[config.mk]
export PLATFORM = sky130hd
export DESIGN_NAME = sarsu_cfg
export DESIGN_NICKNAME = d
export VERILOG_FILES = /design/src/design/sarsu_pkg.sv /design/src/design/sarsu_cfg.sv
export SDC_FILE = /design/constraint.sdc
export NUM_CORES = 1
export LEC_CHECK = 0
export BUFFER_PORTS_ARGS = -buffer_cell sky130_fd_sc_hd__buf_2
export CORE_AREA = 8 8 60 62
export DETAILED_ROUTE_END_ITERATION = 12
export DIE_AREA = 0 0 68 70
export GPL_ROUTABILITY_DRIVEN = 0
export GPL_TIMING_DRIVEN = 0
export PLACE_DENSITY = 0.82
export SETUP_SLACK_MARGIN = 0.2
export SLEW_MARGIN = 20
export SYNTH_ARGS = -nofsm -noshare
export SYNTH_HDL_FRONTEND = slang
export SYNTH_SLANG_ARGS = --single-unit
export TNS_END_PERCENT = 5
[constraint.sdc]
create_clock -name clk -period 2 [get_ports clk]
set_input_delay 0.2 -clock clk [delete_from_list [all_inputs] [get_ports clk]]
set_output_delay 0.2 -clock clk [all_outputs]
set_load 0.01 [all_outputs]
[src/design/sarsu_pkg.sv]
// shared types and constants for the summed-area table region sum unit
// no dependencies; imported by sarsu_cfg, the top level and the testbench
package sarsu_pkg;

  localparam int CFG_DIM_BITS  = 7;
  localparam int CFG_ADDR_BITS = 3;
  localparam int CFG_DATA_BITS = 32;
  localparam int STATUS_BITS   = 2;

  localparam logic [CFG_DIM_BITS-1:0] CFG_DIM_RESET = 7'd64;

  // register index, taken from paddr bit 2
  localparam logic REG_NUM_ROWS = 1'b0;
  localparam logic REG_NUM_COLS = 1'b1;

  localparam logic CMD_LOAD  = 1'b0;
  localparam logic CMD_QUERY = 1'b1;

  typedef logic [STATUS_BITS-1:0] status_t;

  localparam status_t STATUS_OK        = 2'd0;
  localparam status_t STATUS_BAD_COORD = 2'd1;
  localparam status_t STATUS_NOT_READY = 2'd2;

  typedef enum logic [1:0] {
    ST_IDLE,
    ST_LOAD_WR,
    ST_QUERY,
    ST_FINISH
  } state_t;

endpackage

[src/design/sarsu_cfg.sv]
// apb-style register block for the matrix dimensions, with clamping to the table size
// depends on sarsu_pkg
module sarsu_cfg import sarsu_pkg::*; #(
  parameter int MAX_ROWS = 64,
  parameter int MAX_COLS = 64,
  localparam int RDW = $clog2(MAX_ROWS + 1),
  localparam int CDW = $clog2(MAX_COLS + 1)
) (
  input  logic                     clk,
  input  logic                     rst,
  input  logic                     psel,
  input  logic                     penable,
  input  logic                     pwrite,
  input  logic [CFG_ADDR_BITS-1:0] paddr,
  input  logic [CFG_DATA_BITS-1:0] pwdata,
  output logic [CFG_DATA_BITS-1:0] prdata,
  output logic                     pready,
  output logic [RDW-1:0]           rows,
  output logic [CDW-1:0]           cols,
  output logic                     restart
);

  localparam int RCMP = (RDW > CFG_DIM_BITS) ? RDW : CFG_DIM_BITS;
  localparam int CCMP = (CDW > CFG_DIM_BITS) ? CDW : CFG_DIM_BITS;

  logic [CFG_DIM_BITS-1:0] num_rows;
  logic [CFG_DIM_BITS-1:0] num_cols;
  logic                    wr;

  assign pready  = 1'b1;
  assign wr      = psel & penable & pwrite;
  assign restart = wr;

  always_ff @(posedge clk) begin
    if (rst) begin
      num_rows <= CFG_DIM_RESET;
      num_cols <= CFG_DIM_RESET;
    end else if (wr) begin
      case (paddr[2])
        REG_NUM_ROWS: num_rows <= pwdata[CFG_DIM_BITS-1:0];
        REG_NUM_COLS: num_cols <= pwdata[CFG_DIM_BITS-1:0];
        default: ;
      endcase
    end
  end

  always_comb begin
    case (paddr[2])
      REG_NUM_ROWS: prdata = CFG_DATA_BITS'(num_rows);
      REG_NUM_COLS: prdata = CFG_DATA_BITS'(num_cols);
      default:      prdata = '0;
    endcase
  end

  // zero acts as one, anything above the table size saturates
  always_comb begin
    if (num_rows == '0) begin
      rows = RDW'(1);
    end else if (RCMP'(num_rows) > RCMP'(MAX_ROWS)) begin
      rows = RDW'(MAX_ROWS);
    end else begin
      rows = RDW'(num_rows);
    end
    if (num_cols == '0) begin
      cols = CDW'(1);
    end else if (CCMP'(num_cols) > CCMP'(MAX_COLS)) begin
      cols = CDW'(MAX_COLS);
    end else begin
      cols = CDW'(num_cols);
    end
  end

endmodule

# Yosys cells after proc, flatten, opt, wreduce, memory -nomap -nowiden
# Cells that the tools add are included.
# op_classes
magnitude_cmp,2
n_bitwise,3
n_mux,5
reduce_logical,4
# op_table
op,count
$pmux W32 S2,1
$mux W7,4
$gt A7 B7 Y1 const B,2
$logic_not A7 Y1,2
$reduce_and A2 Y1,2
$and A1 B1 Y1,2
$not A1 Y1,1
# totals
register_bits,14
output_inout_bits,48
word_cells,16

# Logic depth before layout (Yosys ltp)
# Gate-level depths: netlist of the first run.
# depth
depth_word,3
mapped_depth,4
ltp_nobuf,2

# Least setup slack after synthesis of the first run
# Ideal clock, no wire load.
# synth_timing
path_kind,reg2out
startpoint,reg num_rows[1]
endpoint,out rows[0]
setup_slack_ps,824
arrival_time_ps,976
path_stages_with_launch,3
path_cell_list,dfxtp_1 -> or3_1 -> o41ai_2
# synth_between
elab_chain_len,3
word_cells_on_any_way,4
cone_classes,order compare: 1; mux: 2; reduce/logical: 1
# synth_lines
item,line_no,rtl
start: declaration,sarsu_cfg.sv:26,logic [CFG_DIM_BITS-1:0] num_rows;
start signal: assignment,sarsu_cfg.sv:40,REG_NUM_ROWS: num_rows <= pwdata[CFG_DIM_BITS-1:0];
$gt A7 B7 Y1,sarsu_cfg.sv:59,end else if (RCMP'(num_rows) > RCMP'(MAX_ROWS)) begin
$mux W7,sarsu_cfg.sv:59,
$mux W7 (*),sarsu_cfg.sv:57,if (num_rows == '0) begin
end: declaration,sarsu_cfg.sv:18,"output logic [RDW-1:0] rows,"
# Mark *: on every way between the ends. The rest lies on a longest branch, timed or not.

# Final worst setup path of the first run
# Same ends and word-level chain as after synthesis.

==> results of run 1 <==
[sequential cells by signal, summed over array words and instances (netlist names)]
| name | count |
|---|---|
| num_cols | 7 |
| num_rows | 7 |
[Yosys cell counts]
cell type,instances
or3_1,2
and3_1,1
conb_1,2
nand4b_4,1
nor2_1,3
nor2b_1,10
mux2i_1,14
nand2b_1,20
buf_4,26
clkbuf_1,5
dfxtp_1,14
and4_1,1
o41ai_2,2
mux2_2,7
buf_6,3
[routing by layer]
layer	global-route usage [%]	up-vias	part of all wire (%)
met2	18.16	30	49
met1	11.19	370	40
met3	2.871	4	8.6
met5	0	-	0
li1	-	431	-
met4	5.467	0	2.0
[power by group through the flow]
stage,registers [mW],logic [mW],clock network (mW)
2_1_floorplan,0.296,0.105,0
6_report,0.291,0.135,0.159
5_1_grt,0.292,0.148,0.175
4_1_cts,0.291,0.132,0.161
3_3_place_gp,0.298,0.131,0
3_5_place_dp,0.298,0.133,0
[critical path, stage by stage, from the launching register on]
cell and delay [ns]:
dfxtp_1 0.34, or3_1 0.39, o41ai_2 0.22, buf_2 0.18
[worst paths after layout]
path	start	endpoint	slack, ns	depth (start not counted)
setup / recovery	num_rows[1]	rows[0]	0.39	3
hold / removal	pwdata[6]	num_cols[6]	0.19	3
setup reg to reg	num_rows[6]	num_rows[6]	1.04	3
hold reg to reg	num_rows[0]	num_rows[0]	0.50	2
[per-stage QoR]
| step | util, % | setup WS (ns) |
|---|---|---|
| after floorplan | - | 0.8236 |
| after global placement | 50.00 | 0.6787 |
| after detailed placement | 50.00 | 0.6777 |
| after CTS | 50.85 | 0.3685 |
| after global routing | 50.85 | 0.3079 |
| final | 50.85 | 0.3924 |
[logic make-up after synthesis]
group	share of synthesized area, %
and+or+nand+nor	24.13
buffers and inverters	23.88
muxes	21.11
DFF	27.02
AOI/OAI and AO/OA	3.136
other	0.7240
[layout make-up]
class	count	share of cell area [%]
Buffer	34	18.30
Clock buffer	3	1.664
Multi-Input combinational cell	87	44.27
Timing Repair Buffer	33	12.20
Sequential cell	14	20.70
Tap cell	31	2.865
==> flow_summary_export.csv, run 1 <==
group,metric,value,unit
route,drcViolationCount,0,
final_layout,layout_common_cells,"buf_2 (33), buf_4 (26), conb_1 (26)",
power,p_clk_share,27.2,%
yosys,yosys.area.top_type,"dfxtp_1",
setup_path,cp-start-kind,"flip-flop",
cts,clk_latency,0.28,ns
power,p_sw_share,27.06,%
power,p_leak,0.7479,nW
timing,finalSetupViolations,0,
route,wire_per_inst,12.02,um
final_layout,final_nets,213,
cts,clockRootBuffer,"clkbuf_4",
timing,drv_slew,0,
timing,rsz0062_at_grt,"false",
route,detail-route-antenna-nets,0,
yosys,netlist_area,1037,um^2
floorplan,rows,19,
floorplan,initial_core_util,38.96,%
route,first_iter_violations,26,
yosys,synth-seq-cells,14,
timing,fmaxAchievable,622.0,MHz
cts,cts.sinks,14,
power,power_density,432.0,nW/um^2
cts,post_cts_buffers,0,
floorplan,ioPinCount,88,
yosys,seq_area_frac_synth,27.02,%
power,p_switching,158.3,uW
grt,grt_usage,10.58,%
floorplan,fp.dieH,70,um
yosys,synth_warnings,0,
power,power,584.8,uW
timing,finalHoldViolations,0,
timing,tns,0,ns
floorplan,die_width,68,um
placement,dp.cells,199,
final_layout,layout_commonest_cell,"buf_2",
route,drt_wl_total,2429,um
cts,clock_path_buffers,2,
yosys,synth_cells,111,
yosys,synth_top_cell_area_share,27.02,%
route,dr.pass1.iters,3,
floorplan,die_area,4760,um^2
cts,cts.htree.levels,1,
setup_path,end_kind,"primary output",
power,intPower,426.5,uW
power,pwr-share-comb,23.1,%
timing,period_minus_slack,1.608,ns
placement,place_area,1331,um^2
setup_path,crit_fanout,4,
cts,clkTransAtPathRegs,0.08,ns
floorplan,coreArea,2663,um^2
timing,worst_hold_slack,0.1933,ns
route,vias,835,
final_layout,fin_cells,202,
setup_path,critPathArrivalTime,1.41,ns
grt,grt_max_degree,11,
run,max-cap-violations,0,
final_layout,register_area,280.3,um^2
cts,cts.hold.buffers_added,0,
setup_path,required,1.80,ns
cts,tritoncts,"yes",
grt,antenna_found_initial,0,
final_layout,fillCellCount,287,
final_layout,drive_gt1_share,43.86,%
final_layout,antenna_cells,0,
yosys,ys_types,15,
grt,grt_pass1_wl,3946,um
placement,place.port_buffers,33,
grt,grt_pass1_vias,858,
yosys,synth.avg_cell_area,9.345,um^2
timing,fin_crit_sh,80.38,%
placement,place_hpwl,2021,um
setup_path,critPathKind,"flip-flop to primary output",
route,viasPerCell,4.134,
power,ir_worst_vdd,0.2600,mV
yosys,synth_area_leaders,"dfxtp_1 (27%), buf_4 (19%), mux2i_1 (14%)",
power,p_seq_share,49.7,%
final_layout,design_area,1354,um^2
outcome,status,"complete, no violations",
grt,overflow,0,
cts,ctsResizeCount,0,
hold_path,hold_class,"primary input to flip-flop",
timing,fin_skew,0,ns
final_layout,area_delta_synth_final,30.52,%
final_layout,multi_input_area,599.3,um^2
cts,numCtsBuffers,3,
No activity file was read; power rests on OpenSTA's default activity.
==> inputs of run 2 (changes only) <==
--- a/config.mk
+++ b/config.mk
@@ -6,12 +6,12 @@
 export NUM_CORES = 1
 export LEC_CHECK = 0
 export BUFFER_PORTS_ARGS = -buffer_cell sky130_fd_sc_hd__buf_2
-export CORE_AREA = 8 8 60 62
+export CORE_AREA = 8 8 62 64
 export DETAILED_ROUTE_END_ITERATION = 12
-export DIE_AREA = 0 0 68 70
+export DIE_AREA = 0 0 70 72
 export GPL_ROUTABILITY_DRIVEN = 0
 export GPL_TIMING_DRIVEN = 0
-export PLACE_DENSITY = 0.82
+export PLACE_DENSITY = 0.77
 export SETUP_SLACK_MARGIN = 0.2
 export SLEW_MARGIN = 20
 export SYNTH_ARGS = -nofsm -noshare
==> constraint.sdc (replaced) <==
create_clock -name clk -period 1.5 [get_ports clk]
set_input_delay 0.15 -clock clk [delete_from_list [all_inputs] [get_ports clk]]
set_output_delay 0.15 -clock clk [all_outputs]
set_load 0.01 [all_outputs]
==> flow_summary_export.csv, run 2 (synthesized netlist as in run 1, its figures left out) <==
group,metric,value,unit
outcome,status,"finished with violations",
outcome,violations,"setup timing",
cts,cts.htree.levels,1,
power,p_seq_share,49.8,%
power,power_density,563.5,nW/um^2
cts,clk_latency,0.27,ns
grt,grt_pass1_wl,4036,um
final_layout,layout_commonest_cell,"buf_2",
floorplan,initial_core_util,35.73,%
grt,grt_usage,9.667,%
route,first_iter_violations,35,
setup_path,r2r_slack,0.75,ns
grt,antenna_found_initial,0,
power,intPower,572.0,uW
final_layout,drive_gt1_share,47.95,%
timing,drv_slew,0,
timing,fin_crit_sh,103.3,%
power,ir_worst_vdd,0.2756,mV
setup_path,end_kind,"primary output",
final_layout,final_nets,213,
timing,fin_skew,0,ns
placement,place.port_buffers,33,
route,wire_per_inst,12.22,um
power,p_clk_share,26.8,%
power,p_sw_share,26.91,%
setup_path,critical-path-top-delay-family,"simple AND/OR/NAND/NOR gates",
final_layout,area_delta_synth_final,33.90,%
route,detail-route-antenna-nets,0,
route,viasPerCell,4.010,
cts,clock_path_buffers,2,
route,drcViolationCount,0,
floorplan,coreArea,2903,um^2
run,max-cap-violations,0,
floorplan,die_width,70,um
hold_path,hold_class,"primary input to flip-flop",
floorplan,die_area,5040,um^2
power,p_switching,210.6,uW
hold_path,hold_path.startpoint,"pwdata[6]",
cts,cts.sinks,14,
setup_path,worst-path-buf-inv,1,
cts,clkTransAtPathRegs,0.08,ns
setup_path,required,1.35,ns
setup_path,cp-start-kind,"flip-flop",
timing,fin_ws,-0.04894,ns
timing,period_minus_slack,1.549,ns
placement,place_area,1334,um^2
setup_path,cp-startpoint,"num_cols[1]",
timing,rsz0062_at_grt,"true",
power,p_leak,0.7540,nW
timing,worst_hold_slack,0.1426,ns
grt,overflow,0,
cts,post_cts_buffers,0,
power,power,782.6,uW
timing,fmaxAchievable,645.6,MHz
setup_path,r2r_start,"num_rows[6]",
floorplan,rows,20,
final_layout,antenna_cells,0,
setup_path,critPathKind,"flip-flop to primary output",
final_layout,design_area,1389,um^2
setup_path,crit_fanout,4,
floorplan,fp.dieH,72,um
floorplan,ioPinCount,88,
route,drt_wl_total,2493,um
placement,dp.cells,201,
cts,numCtsBuffers,3,
final_layout,layout_common_cells,"buf_2 (33), buf_4 (26), conb_1 (26)",
placement,place_hpwl,2014,um
timing,finalHoldViolations,0,
final_layout,fin_cells,204,
cts,clockRootBuffer,"clkbuf_4",
route,vias,818,
grt,grt_pass1_vias,819,
final_layout,reg_top3,"num_cols x7, num_rows x7",
placement,pre_cts_ws,0.2217,ns
cts,tritoncts,"yes",
power,pwr-share-comb,23.4,%
setup_path,max_stage_delay,0.39,ns
route,dr.pass1.iters,4,
setup_path,crit_slowest_cell,"or3_4",
grt,grt_max_degree,11,
timing,finalSetupViolations,2,
setup_path,critPathArrivalTime,1.40,ns
setup_path,crit_chain,"or3_4 -> o41ai_4 -> buf_2",
-- run 2: cell counts in the layout (fill, tap and decap cells not counted) --
No cell type changed its count.
-- run 2: path summary, 6_finish.rpt --
path | to | cells after the start
worst min-delay path | num_cols[6] | 3
worst max-delay path | cols[0] | 3
worst max register to register | num_rows[6] | 3
worst min register to register | num_rows[2] | 2
-- run 2: area by class of cell --
cell class                 count  area (um^2)
buffer                        34        257.7
fill                         311         1514
sequential                    14        286.5
multi-input combinational     87        615.6
tap                           33        41.29
clock buffer                   3        22.52
timing repair buffer          33        165.2
-- run 2: routing by layer --
metal	track usage, %	up-vias	share of wire, %
li1	-	431	-
met2	15.33	33	45
met3	5.048	2	11
met5	0	-	0
met1	10.88	352	43
met4	3.348	0	0.56
-- run 2: per-stage QoR --
stage,utilization (%),TNS [ns]
final,47.84,-0.06349
after global routing,47.84,-0.1898
after CTS,47.80,-0.09249
after detailed placement,45.95,0
after global placement,45.95,0
after floorplan,-,0
-- run 2: power by group through the flow --
stage	Sequential, mW	Clock [mW]	Combinational (mW)
floorplan	0.394	0	0.140
global placement	0.397	0	0.175
detailed placement	0.397	0	0.176
CTS	0.390	0.214	0.180
global route	0.392	0.234	0.201
finish	0.390	0.209	0.183
-- run 2: worst register-to-register path: cells and delay by family (launching register included) --
family / cells / cell delay [ns]
mux: 1 / 0.08
buf+inv: 1 / 0.15
flops: 1 / 0.31
simple gates: 1 / 0.10
-- run 2: timing repair --
item                       CTS  global route
hold buffers                 0             0
setup endpoints to repair    9             3
pin swaps                    0             0
hold endpoints to repair     0             0
resized for setup            9             1
==> inputs of run 3 (changes only) <==
--- a/config.mk
+++ b/config.mk
@@ -5,13 +5,14 @@
 export SDC_FILE = /design/constraint.sdc
 export NUM_CORES = 1
 export LEC_CHECK = 0
+export ABC_AREA = 1
 export BUFFER_PORTS_ARGS = -buffer_cell sky130_fd_sc_hd__buf_2
-export CORE_AREA = 8 8 62 64
+export CORE_AREA = 8 8 61 63
 export DETAILED_ROUTE_END_ITERATION = 12
-export DIE_AREA = 0 0 70 72
+export DIE_AREA = 0 0 69 71
 export GPL_ROUTABILITY_DRIVEN = 0
 export GPL_TIMING_DRIVEN = 0
-export PLACE_DENSITY = 0.77
+export PLACE_DENSITY = 0.79
 export SETUP_SLACK_MARGIN = 0.2
 export SLEW_MARGIN = 20
 export SYNTH_ARGS = -nofsm -noshare
==> flow_summary_export.csv, run 3 <==
group,metric,value,unit
cts,numCtsBuffers,3,
timing,fmaxAchievable,759.4,MHz
floorplan,initial_core_util,36.01,%
route,drcViolationCount,0,
cts,clock_path_buffers,2,
final_layout,antenna_cells,0,
grt,grt_max_degree,11,
timing,period_minus_slack,1.317,ns
setup_path,end_kind,"primary output",
setup_path,critPathKind,"flip-flop to primary output",
timing,finalSetupViolations,0,
yosys,seq_area_frac_synth,27.28,%
yosys,ys_types,16,
timing,fin_skew,0,ns
yosys,synthArstFlopShare,0,%
setup_path,crit_slowest_cell,"dfxtp_2",
timing,tns,0,ns
floorplan,rows,20,
setup_path,crit_fanout,3,
cts,clockRootBuffer,"clkbuf_4",
floorplan,die_area,4899,um^2
setup_path,critPathArrivalTime,1.17,ns
run,max-cap-violations,0,
placement,place.port_buffers,34,
yosys,yosysMostFrequentCell,"nor2_1",
grt,grt_usage,10.55,%
route,vias,1143,
final_layout,drive_gt1_share,42.56,%
yosys,synth-main-ff-cell,"dfxtp_1",
route,first_iter_violations,62,
power,ir_worst_vdd,0.2498,mV
route,detail-route-antenna-nets,0,
timing,fin_crit_sh,87.79,%
timing,finalHoldViolations,0,
floorplan,fp.dieH,71,um
power,p_leak,0.8587,nW
hold_path,hold_class,"primary input to flip-flop",
yosys,synth-seq-cells,14,
yosys,synth_top_cell_area_share,27.28,%
grt,antenna_found_initial,0,
floorplan,ioPinCount,88,
yosys,synth_edf_count,0,
cts,cts.sinks,14,
power,power,870.9,uW
cts,clk_latency,0.27,ns
outcome,status,"complete, no violations",
grt,overflow,0,
route,viasPerCell,4.156,
floorplan,coreArea,2853,um^2
yosys,synth_warnings,0,
yosys,synth_cells,171,
power,power_density,582.0,nW/um^2
yosys,yosys.area.top_type,"dfxtp_1",
grt,grt_pass1_wl,4436,um
route,drt_wl_total,2786,um
cts,tritoncts,"yes",
setup_path,required,1.35,ns
yosys,synth_area_leaders,"dfxtp_1 (27%), buf_4 (20%), nor2_1 (15%)",
final_layout,reg_top3,"num_cols x7, num_rows x7",
timing,rsz0062_at_grt,"true",
setup_path,cp-start-kind,"flip-flop",
route,wire_per_inst,10.13,um
grt,grt_pass1_vias,1059,
cts,cts.htree.levels,1,
final_layout,layout_common_cells,"buf_4 (37), buf_2 (36), nor2_1 (33)",
final_layout,area_delta_synth_final,45.68,%
setup_path,rr_worst_depth,3,
cts,clkTransAtPathRegs,0.07,ns
timing,drv_slew,0,
hold_path,hold_depth,3,
yosys,synth.avg_cell_area,6.007,um^2
final_layout,final_nets,284,
floorplan,die_width,69,um
route,dr.pass1.iters,4,
yosys,synth_common_cells,"nor2_1 (40), nand2_1 (30), buf_4 (27)",
placement,place_hpwl,2204,um
setup_path,crit_chain,"nor2_2 -> nand3_1 -> nand2_1 -> inv_1 -> nor2_1 -> buf_2",
setup_path,max_stage_delay,0.33,ns
cts,cts.hold.buffers_added,0,
final_layout,layout_commonest_cell,"buf_4",
yosys,netlist_area,1027,um^2
final_layout,fillCellCount,325,
-- run 3: metal layers --
metal / part of all wire [%] / track usage, % / vias to the layer above
li1: - / - / 604
met1: 45 / 12.28 / 479
met2: 41 / 15.98 / 58
met3: 13 / 5.874 / 2
met4: 0.36 / 3.417 / 0
met5: 0 / 0 / -
-- run 3: final cells by class --
| cell class | count | area (um^2) | area share [%] |
|---|---|---|---|
| sequential | 14 | 300.3 | 20.07 |
| multi-input combinational | 127 | 580.6 | 38.80 |
| timing repair buffer | 44 | 245.2 | 16.39 |
| buffer | 32 | 224.0 | 14.97 |
| inverter | 22 | 82.58 | 5.518 |
| clock buffer | 3 | 22.52 | 1.505 |
| tap | 33 | 41.29 | 2.759 |
-- run 3: path summary, 6_finish.rpt --
| path | slack [ns] | endpoint | startpoint |
|---|---|---|---|
| max | 0.18 | rows[5] | num_rows[5] |
| min | 0.11 | num_cols[6] | pwdata[6] |
| max reg2reg | 0.76 | num_cols[4] | num_cols[4] |
| min reg2reg | 0.50 | num_rows[4] | num_rows[4] |
-- run 3: report_power, final --
part | switching, mW | total [mW] | internal, mW | leakage (nW)
Combinational | 0.144 | 0.269 | 0.125 | 0.725
Clock | 0.106 | 0.199 | 0.0930 | 0.0138
Sequential | 0.0182 | 0.402 | 0.384 | 0.120
Total | 0.269 | 0.871 | 0.602 | 0.859
-- run 3: what timing repair did --
item | in CTS | in global routing
resized for setup | 25 | 4
setup endpoints to repair | 8 | 10
setup buffers | 10 | 0
pin swaps | 6 | 0
-- run 3: kinds of logic after synthesis --
logic type / share of synthesized area, %
AND/OR/NAND/NOR: 38.25
buffers and inverters: 29.84
flip-flops: 27.28
AO/OA/AOI/OAI: 3.898
other: 0.7311
-- run 3: critical path: cells and delay by family (launching register included) --
family / cells / cell delay [ns]
buffers and inverters: 2 / 0.20
DFF: 1 / 0.33
and+or+nand+nor: 4 / 0.38
-- run 3: metrics by stage --
stage / hold WS, ns / instances / util, % / cell area, um^2 / setup slack (ns)
after floorplan: 0.2762 / 195 / - / 1117 / 0.5484
after global placement: 0.3798 / 262 / 46.58 / 1329 / 0.4690
after detailed placement: 0.3898 / 262 / 46.58 / 1329 / 0.4331
after CTS: 0.1054 / 275 / 51.84 / 1479 / 0.1871
after global routing: 0.1487 / 275 / 52.46 / 1496 / 0.1123
final: 0.1134 / 275 / 52.46 / 1496 / 0.1831
